$ cat config.mk
export PLATFORM = sky130hd
export DESIGN_NAME = mma_ctrl
export DESIGN_NICKNAME = d
export VERILOG_FILES = /design/src/design/mma_pkg.sv /design/src/design/mma_ctrl.sv
export SDC_FILE = /design/constraint.sdc
export NUM_CORES = 1
export LEC_CHECK = 0
export ABC_AREA = 0
export BUFFER_PORTS_ARGS = -buffer_cell sky130_fd_sc_hd__buf_2
export CAP_MARGIN = 20
export CORE_ASPECT_RATIO = 1.1
export CORE_MARGIN = 3
export CORE_UTILIZATION = 50
export CTS_BUF_LIST = sky130_fd_sc_hd__clkbuf_2 sky130_fd_sc_hd__clkbuf_4 sky130_fd_sc_hd__clkbuf_8
export DETAILED_ROUTE_END_ITERATION = 10
export PLACE_DENSITY = 0.82
export RECOVER_POWER = 100
export SYNTH_ARGS = -nofsm -noshare
export SYNTH_HDL_FRONTEND = slang
export SYNTH_SLANG_ARGS = --single-unit
$ cat constraint.sdc
create_clock -name clk -period 2.2 [get_ports clk]
set_input_delay 0.22 -clock clk [delete_from_list [all_inputs] [get_ports clk]]
set_output_delay 0.22 -clock clk [all_outputs]
set_load 0.1 [all_outputs]
$ cat src/design/mma_pkg.sv
// ----------------------------------------------------------------------------
// mma_pkg
// Shared types and constants for the matrix multiply-accumulate block.
// ----------------------------------------------------------------------------
package mma_pkg;

  localparam int ROW_W  = 3;   // row / column index width
  localparam int VAL_W  = 32;  // element width
  localparam int SIZE_W = 4;   // size register width

  localparam logic [SIZE_W-1:0] SIZE_RESET = 4'd8;

  typedef enum logic [1:0] {
    ACT_LOAD_X  = 2'd0,
    ACT_LOAD_Y  = 2'd1,
    ACT_LOAD_Z  = 2'd2,
    ACT_COMPUTE = 2'd3
  } action_t;

  typedef struct packed {
    action_t            action;
    logic [ROW_W-1:0]   row;
    logic [ROW_W-1:0]   col;
    logic signed [VAL_W-1:0] value;
  } in_item_t;

  typedef struct packed {
    logic [ROW_W-1:0]   out_row;
    logic [ROW_W-1:0]   out_col;
    logic signed [VAL_W-1:0] out_value;
    logic               last;
  } out_item_t;

  // controller -> datapath
  typedef struct packed {
    logic             take;   // input channel ready
    logic             issue;  // read X[i][k], Y[k][j] this cycle
    logic             zload;  // read Z[i][j] this cycle, seeds the accumulator
    logic             emit;   // write back Z[i][j] and load the output register
    logic             last;
    logic [ROW_W-1:0] i;
    logic [ROW_W-1:0] j;
    logic [ROW_W-1:0] k;
  } ctl_t;

  // datapath -> controller
  typedef struct packed {
    logic busy;      // MAC pipeline still holds work
    logic out_free;  // output register can take a result this cycle
  } sts_t;

endpackage

$ cat src/design/mma_ctrl.sv
// ----------------------------------------------------------------------------
// mma_ctrl
// Sequencer: size register, element / k loop counters and state machine.
// ----------------------------------------------------------------------------
module mma_ctrl #(
  parameter int MAX_N = 8
) (
  input  logic                        clk,
  input  logic                        rst,
  input  logic                        in_valid,
  input  mma_pkg::action_t            in_action,
  input  logic                        cfg_write,
  input  logic [mma_pkg::SIZE_W-1:0]  cfg_data,
  input  mma_pkg::sts_t               sts,
  output mma_pkg::ctl_t               ctl
);

  typedef enum logic [3:0] {
    ST_IDLE  = 4'b0001,
    ST_ZREAD = 4'b0010,
    ST_MAC   = 4'b0100,
    ST_EMIT  = 4'b1000
  } state_t;

  localparam logic [mma_pkg::SIZE_W-1:0] N_MAX = mma_pkg::SIZE_W'(MAX_N);

  state_t                        state;
  logic [mma_pkg::SIZE_W-1:0]    size, n;
  logic [mma_pkg::ROW_W-1:0]     i, j, k, nm1;
  logic                          k_end;

  // size 0 acts as 1, anything above MAX_N as MAX_N
  always_comb begin
    if (size == '0) begin
      n = mma_pkg::SIZE_W'(1);
    end else if (size > N_MAX) begin
      n = N_MAX;
    end else begin
      n = size;
    end
  end

  assign nm1   = mma_pkg::ROW_W'(n - mma_pkg::SIZE_W'(1));
  assign k_end = (k == nm1);

  assign ctl.take  = (state == ST_IDLE);
  assign ctl.issue = (state == ST_ZREAD) || (state == ST_MAC);
  assign ctl.zload = (state == ST_ZREAD);
  assign ctl.emit  = (state == ST_EMIT) && !sts.busy && sts.out_free;
  assign ctl.last  = (i == nm1) && (j == nm1);
  assign ctl.i     = i;
  assign ctl.j     = j;
  assign ctl.k     = k;

  always_ff @(posedge clk) begin
    if (rst) begin
      size <= mma_pkg::SIZE_RESET;
    end else if (cfg_write) begin
      size <= cfg_data;
    end
  end

  always_ff @(posedge clk) begin
    if (rst) begin
      state <= ST_IDLE;
      i     <= '0;
      j     <= '0;
      k     <= '0;
    end else begin
      case (state)
        ST_IDLE: begin
          if (in_valid && (in_action == mma_pkg::ACT_COMPUTE)) begin
            i     <= '0;
            j     <= '0;
            k     <= '0;
            state <= ST_ZREAD;
          end
        end
        ST_ZREAD, ST_MAC: begin
          if (k_end) begin
            state <= ST_EMIT;
          end else begin
            k     <= k + 1'b1;
            state <= ST_MAC;
          end
        end
        ST_EMIT: begin
          if (ctl.emit) begin
            k <= '0;
            if (j == nm1) begin
              j <= '0;
              if (i == nm1) begin
                state <= ST_IDLE;
              end else begin
                i     <= i + 1'b1;
                state <= ST_ZREAD;
              end
            end else begin
              j     <= j + 1'b1;
              state <= ST_ZREAD;
            end
          end
        end
        default: begin
          state <= ST_IDLE;
        end
      endcase
    end
  end

endmodule

After elaboration in Yosys (flattened, before gate mapping)
Cells that the tools add are included.
- add/sub/neg operators: 4
- magnitude comparators: 1
- eq/ne operators: 13
- muxes and demuxes: 19
- reductions and logical operators: 14
- operators with widths (cell ; count):
    two-way mux 3 bit ; 10
    two-way mux 4 bit ; 4
    case mux 3 bit (2 select lines) ; 2
    case mux 4 bit (3 select lines) ; 1
    adder 3 x 1 -> 3 bit, second input constant ; 3
    equality test 3 bit ; 3
    case mux 3 bit (3 select lines) ; 1
    inequality test 2 bit, second input constant ; 3
    AND reduction 5 bit ; 1
    equality test 4 x 1 -> 1 bit, second input constant ; 1
    equality test 4 x 2 -> 1 bit, second input constant ; 1
    equality test 4 x 3 -> 1 bit, second input constant ; 1
    equality test 4 bit, second input constant ; 1
    > comparator 4 bit, second input constant ; 1
    logical AND 1 bit ; 4
    zero test 4 bit ; 1
    inequality test 2 x 1 -> 1 bit, second input constant ; 2
    AND reduction 4 bit ; 1
    AND reduction 3 bit ; 1
    nonzero test 3 bit ; 1
    subtractor 3 x 1 -> 3 bit, second input constant ; 1
    equality test 2 bit, second input constant ; 1
    two-way mux 2 bit ; 1
    AND reduction 2 bit ; 1
    other kinds (4) ; 4
- register bits after elaboration: 17
- input port bits: 12
- output and inout bits: 14
- logic and storage cells: 56

Longest topological paths before layout
Gate-level depths: netlist of the first run.
- depth in word-level cells: 9
- depth in mapped cells: 7
- depth with buffers taken out: 7

Worst setup path after synthesis of the first run
OpenSTA, ideal clock, no wires.
- path type: register to register
- start point: register j[1] in the netlist's numbering
- end point: register state[1]
- setup time: 0.236 ns
- arrival time: 4.229 ns
- data required time: 1.964 ns
- slack: -2.265 ns
- stages on the path, launching flop included: 6
- buffers on the path: 0
- clock period less this slack: 4.465 ns
- path through: dfxtp_1 > and2b_4 > a2111oi_0 > o31ai_1 > nor3_1 > a211oi_1
- cells in the longest elaborated chain, start to end: 4
- ends and longest elaborated chain (what ; RTL line ; RTL):
    start: declaration ; mma_ctrl.sv:29 ; logic [mma_pkg::ROW_W-1:0] i, j, k, nm1;
    start signal: assignment ; mma_ctrl.sv:99 ; j <= j + 1'b1;
    equality test 3 bit ; mma_ctrl.sv:90 ; if (j == nm1) begin
    two-way mux 4 bit ; mma_ctrl.sv:90 ;
    two-way mux 4 bit ; mma_ctrl.sv:88 ; if (ctl.emit) begin
    case mux 4 bit (3 select lines) ; mma_ctrl.sv:70 ; case (state)
    end signal: assignment ; mma_ctrl.sv:76 ; state <= ST_ZREAD;
    end signal: assignment ; mma_ctrl.sv:93 ; state <= ST_IDLE;
    end signal: assignment ; mma_ctrl.sv:96 ; state <= ST_ZREAD;
    end: declaration ; mma_ctrl.sv:27 ; state_t state;
Every way passes these cells. The select of a mux whose other input is x is not followed.
A chain may end at the register's enable or synchronous reset.

==> impl_metrics.tcl, run 1 <==
set metrics [dict create \
    status "completed" \
    synth.most_common_cell "dfxtp_1" \
    ys_seq_area_share_pct 30.2 \
    ant_nets 0 \
    syn_inst 140 \
    synth_fp_nets 155 \
    numCtsBuffers 3 \
    die_w_um 51.3 \
    dp_hpwl_mm 2.27 \
    layout_min_cycle_time_ns 2.15 \
    ys.flop_type "dfxtp_1" \
    hold_violations 0 \
    cp.arrival_ns 1.93 \
    setup_violations 0 \
    async_flop_share_pct 0 \
    htree_levels 1 \
    worstRegToRegCells 6 \
    synth_top_area_cell "dfxtp_1" \
    insertion_delay_ns 0.30 \
    grt_pass1_vias 1075 \
    grt_max_degree 14 \
    worstHoldPathCells 3 \
    end_kind "output port" \
    max_cap_viol_count 0 \
    worstSetupPathType "flip-flop to output port" \
    netlist.area_leader.share_pct 30.2 \
    ys_ff_latch 17 \
    cts_tree "done" \
    avgSynthCellArea_um2 8.06 \
    nNetsFinal 190 \
    core_area_um2 2080 \
    drc 0 \
    cts_hold_buf 0 \
    wl_per_cell_um 15.5 \
    slew_violations 0 \
    hold_class "input pin to flip-flop" \
    overflow 0 \
    r2r_setup_slack_ns 0.10 \
    grt_pass1_wl_mm 4.68 \
    via_per_inst 5.98 \
    dpl_worst_slack_ns 0.0478 \
    cts_max_path_buffers 2 \
    gp_congestion 0.901 \
    cp.required_ns 1.98 \
    antenna_found_initial 0 \
    fin_util_pct 74.7 \
    pwr_density_cell_nw_per_um2 450 \
    p_leak_nw 0.645 \
    drive_above_1_share_pct 39.1 \
    clkSinkCount 17 \
    synth_area_leaders "dfxtp_1, mux2i_1, nand2_1" \
    fin_crit_sh_pct 97.7 \
    worst_slew_pin_slew_ns 0.474 \
    clock_skew_ns 0.00654 \
    critPathLaunchType "flip-flop" \
    pin_count 26 \
    synthesis.area_um2 1130 \
    postLayoutCellArea_um2 1560 \
    diodes 0 \
    dr_total_vias 1207 \
    final_cells 202 \
    crit_fanout 5 \
    first_pass_iters 4 \
    first_iter_violations 38 \
    die_h_um 55.8 \
    port_buffers 25 \
    grtUsageTotal_pct 21.1 \
    fmax_mhz 465 \
    yosysWarningCount 0 \
    initial_core_util_pct 54.1 \
    synth-edff-count 0 \
    dpl_cell_area_um2 1440 \
    synth_common_cells "dfxtp_1, nand2_1, nor2_1" \
    clk_pin_slew_worst_paths_ns 0.10 \
    place_inst 194 \
    cts-root-buf "clkbuf_4" \
    slew_headroom_pct 68.3 \
    wl_mm 3.14 \
    tns_ns 0 \
    finalWorstSetupSlack_ns 0.0503 \
    area_growth_pct 37.9 \
    rows 17 \
    dieArea_um2 2860 \
    ys_types 47 \
    vdd_drop_max_uv 377 \
]
layout by cell type (no fill, tap or decap), types with 2 or more instances in the layout:
| cell type | count |
|---|---|
| dfxtp_4 | 3 |
| dfxtp_1 | 8 |
| a2111oi_4 | 2 |
| a31oi_1 | 2 |
| a21oi_1 | 5 |
| nand2_1 | 16 |
| nand4b_1 | 2 |
| xnor2_1 | 2 |
| mux2i_1 | 6 |
| or3_1 | 3 |
| inv_1 | 3 |
| a211oi_1 | 3 |
| a21o_1 | 3 |
| o21a_1 | 3 |
| and2_1 | 2 |
| dfxtp_2 | 6 |
| o31ai_1 | 2 |
| nor2_1 | 12 |
| nand2b_1 | 2 |
| and3b_1 | 2 |
| ha_1 | 3 |
| clkbuf_4 | 3 |
| buf_4 | 11 |
| nand3_1 | 2 |
| nor3_4 | 2 |
| buf_2 | 24 |
| o21ai_0 | 10 |
| nor3b_1 | 2 |
worst max-delay path, cell delays in order (launching register included):
cell	delay, ns
dfxtp_4	0.36
buf_4	0.16
a21o_1	0.18
o22a_1	0.23
nor3_2	0.14
nor2_2	0.07
nor3_4	0.29
buf_12	0.21
layout make-up:
type                            instances  area [um2]
Timing Repair Buffer                   37         234
Tap cell                               28        35.0
Fill cell                             154         528
Inverter                                4        18.8
Multi-Input combinational cell        112         882
Clock buffer                            3        22.5
Sequential cell                        17         359
Clock inverter                          1        5.00
path summary, 6_finish.rpt:
path,start,to
hold / removal,cfg_data[3],size[3]$_SDFFE_PP1P_
hold reg to reg,j[2]$_SDFFE_PP0P_,j[2]$_SDFFE_PP0P_
setup reg to reg,size[2]$_SDFFE_PP0P_,i[2]$_SDFFE_PP0P_
setup / recovery,size[0]$_SDFFE_PP0P_,ctl[9]
state kept, by name, summed over array words and instances (netlist names):
| signal | flops |
|---|---|
| size | 4 |
| k | 3 |
| j | 3 |
| state | 4 |
| i | 3 |
through the flow:
step,hold slack (ns),power [mW]
6_report,0.156,0.700
5_1_grt,0.157,0.730
4_1_cts,0.149,0.685
3_5_place_dp,0.456,0.517
3_3_place_gp,0.437,0.512
2_1_floorplan,0.349,0.475
what timing repair did:
| action | 4_1_cts | 5_1_grt |
|---|---|---|
| gates resized for setup | 4 | 11 |
| endpoints found under the setup margin | 1 | 2 |
| pin swaps | 1 | 5 |
| setup buffers | 1 | 3 |
per-layer routing:
| layer | vias up | global-route usage (%) | part of all wire [%] |
|---|---|---|---|
| li1 | 580 | - | - |
| met1 | 561 | 26.9 | 42 |
| met2 | 56 | 34.8 | 50 |
| met3 | 10 | 3.49 | 6.9 |
| met4 | 0 | 8.24 | 1.7 |
| met5 | - | 0 | 0 |
power by group:
group / internal [mW] / switching, mW / total, mW
clock: 0.0677 / 0.103 / 0.171
combinational: 0.0724 / 0.126 / 0.198
sequential: 0.316 / 0.0148 / 0.331
total: 0.457 / 0.244 / 0.700
logic make-up after synthesis:
kind of cell	share of synthesized area, %
xor gates and xnor gates	3.10
buffers and inverters	4.54
and+or+nand+nor	29.8
muxes	5.32
adders and majority gates	3.33
DFF	30.2
AOI/OAI and AO/OA	23.7
(Power assumes the default switching activity.)
==> run 2, diff against run 1 <==
Clock period 2.2 ns to 2.3 ns, I/O delays scaled along.
==> run 2 against run 1 <==
Net effect: design area fell by 7.9%; final cell count decreased by 2.5%; setup slack gained 0.051 ns; combinational power down 19%; largest cell class unchanged; non-clock buffer count shrank 5; clock-buffer cell count increased by 1; wire length fell by 10%; via count fell by 5.3%; first-iteration DRC count shrank 2.6%; clock skew is 0.0020 ns lower.
==> impl_metrics.tcl, run 2 (synthesis results as in run 1) <==
set metrics [dict create \
    insertion_delay_ns 0.29 \
    setup_violations 0 \
    cp.arrival_ns 1.97 \
    drive_above_1_share_pct 28.4 \
    drc 0 \
    cts_tree "done" \
    worst_slew_pin_slew_ns 1.16 \
    vdd_drop_max_uv 311 \
    final_common_cell "nand2_1" \
    pwr_density_cell_nw_per_um2 457 \
    numCtsBuffers 3 \
    dieArea_um2 2860 \
    wl_met3_um 123 \
    multiInputGateArea_um2 826 \
    grt_pass1_vias 1070 \
    end_kind "output port" \
    fmax_mhz 455 \
    clk_pin_slew_worst_paths_ns 0.10 \
    grt_max_degree 11 \
    dpl_cell_area_um2 1420 \
    fin_crit_sh_pct 95.6 \
    die_w_um 51.3 \
    ant_nets 0 \
    final_cells 197 \
    path_buf_inv 1 \
    seq_area_um2 354 \
    cp.required_ns 2.07 \
    tns_ns 0 \
    cts_hold_buf 0 \
    grtUsageTotal_pct 20.6 \
    htree_levels 1 \
    critPathLaunchType "flip-flop" \
    pwr-share-seq_pct 49.3 \
    gp_congestion 0.892 \
    cp_slowest_cell "or3b_4" \
    cts_max_path_buffers 2 \
    cp_cell_sequence "or3b_4, o221ai_2, o31ai_1, nor3_4, buf_6" \
    rows 17 \
    mostFrequentLayoutCells "nand2_1, nor2_1, buf_2" \
    cts-root-buf "clkbuf_4" \
    worstHoldStart "cfg_data[2]" \
    first_iter_violations 37 \
    crit_fanout 5 \
    port_buffers 25 \
    clkSinkCount 17 \
    r2r-start "size[3]$_SDFFE_PP1P_" \
    pin_count 26 \
    core_area_um2 2080 \
    cellInternalPower_uw 437 \
    cpLargestDelayFamily "simple AND/OR/NAND/NOR gates" \
    rsz0062_at_grt "no" \
    met2RoutedLength_mm 1.44 \
    p_leak_nw 0.569 \
    largestRegisters "size x4, state x4" \
    layout_min_cycle_time_ns 2.20 \
    switching_share_pct 33.2 \
    worstSetupPathType "flip-flop to output port" \
    cpPeakStageDelay_ns 0.43 \
    nNetsFinal 185 \
    max_cap_viol_count 0 \
    num-fill-cells 188 \
    wl_per_cell_um 14.3 \
    diodes 0 \
    combinationalPowerShare_pct 24.4 \
    dp_hpwl_mm 2.24 \
    overflow 0 \
    antenna_found_initial 0 \
    slew_headroom_pct 22.8 \
    place_inst 192 \
    area_growth_pct 27.1 \
    clock_skew_ns 0.00455 \
    first_pass_iters 4 \
    wl_mm 2.81 \
    dr_total_vias 1143 \
    status "completed" \
    initial_core_util_pct 54.1 \
    top_layer "met4" \
    p_switching_uw 217 \
    hold_class "input pin to flip-flop" \
    wl_met1_mm 1.21 \
    postLayoutCellArea_um2 1430 \
    via_per_inst 5.80 \
    finalPower_uw 655 \
    pwr-share-clk_pct 26.2 \
    slew_violations 0 \
    startpoint "size[3]$_SDFFE_PP1P_" \
    hold_violations 0 \
    grt_pass1_wl_mm 4.69 \
    die_h_um 55.8 \
]
run 2: cell count changes in the layout (fill, tap and decap cells not counted), moves of 2 or more:
cell	previous run	this run
clkbuf_2	0	3
clkbuf_4	3	5
buf_2	24	12
dfxtp_2	6	8
clkbuf_1	0	9
dfxtp_4	3	1
buf_4	11	6
run 2: path summary, 6_finish.rpt:
check,end,cells past startpoint,slack (ns)
worst max-delay path,ctl[9],5,0.10
worst min-delay path,size[2]$_SDFFE_PP0P_,3,0.17
worst max register to register,i[2]$_SDFFE_PP0P_,6,0.13
worst min register to register,j[2]$_SDFFE_PP0P_,2,0.51
run 2: timing repair:
| action | CTS | global route |
|---|---|---|
| gates resized for setup | 0 | 4 |
| buffers inserted | 0 | 1 |
| endpoints found under the setup margin | 0 | 2 |
run 2: power groups by stage:
| stage | Combinational, mW | Clock [mW] | Sequential (mW) |
|---|---|---|---|
| floorplan | 0.106 | 0 | 0.349 |
| global placement | 0.160 | 0 | 0.327 |
| detailed placement | 0.163 | 0 | 0.329 |
| CTS | 0.164 | 0.174 | 0.322 |
| global route | 0.173 | 0.188 | 0.325 |
| finish | 0.160 | 0.172 | 0.323 |
run 2: metal layers:
metal	GRT usage [%]	vias up
li1	-	576
met1	27.4	529
met2	35.2	32
met3	2.41	6
met4	4.49	0
met5	0	-
run 2: through the flow:
step	hold WS, ns	worst slack [ns]	util [%]
2_1_floorplan	0.359	-0.0773	-
3_3_place_gp	0.467	0.211	68.3
3_5_place_dp	0.477	0.112	68.3
4_1_cts	0.174	0.00523	69.7
5_1_grt	0.175	0.0188	68.8
6_report	0.174	0.101	68.8
run 2: area by class of cell:
cell class,instances,share of cell area (%)
sequential,17,24.7
timing repair buffer,32,12.0
tap,28,2.44
clock buffer,4,2.09
multi-input combinational,112,57.6
inverter,4,1.13
run 2: worst min-delay path, cell delays in order:
cell	delay (ns)
buf_2	0.08
mux2i_1	0.05
nor2_1	0.07
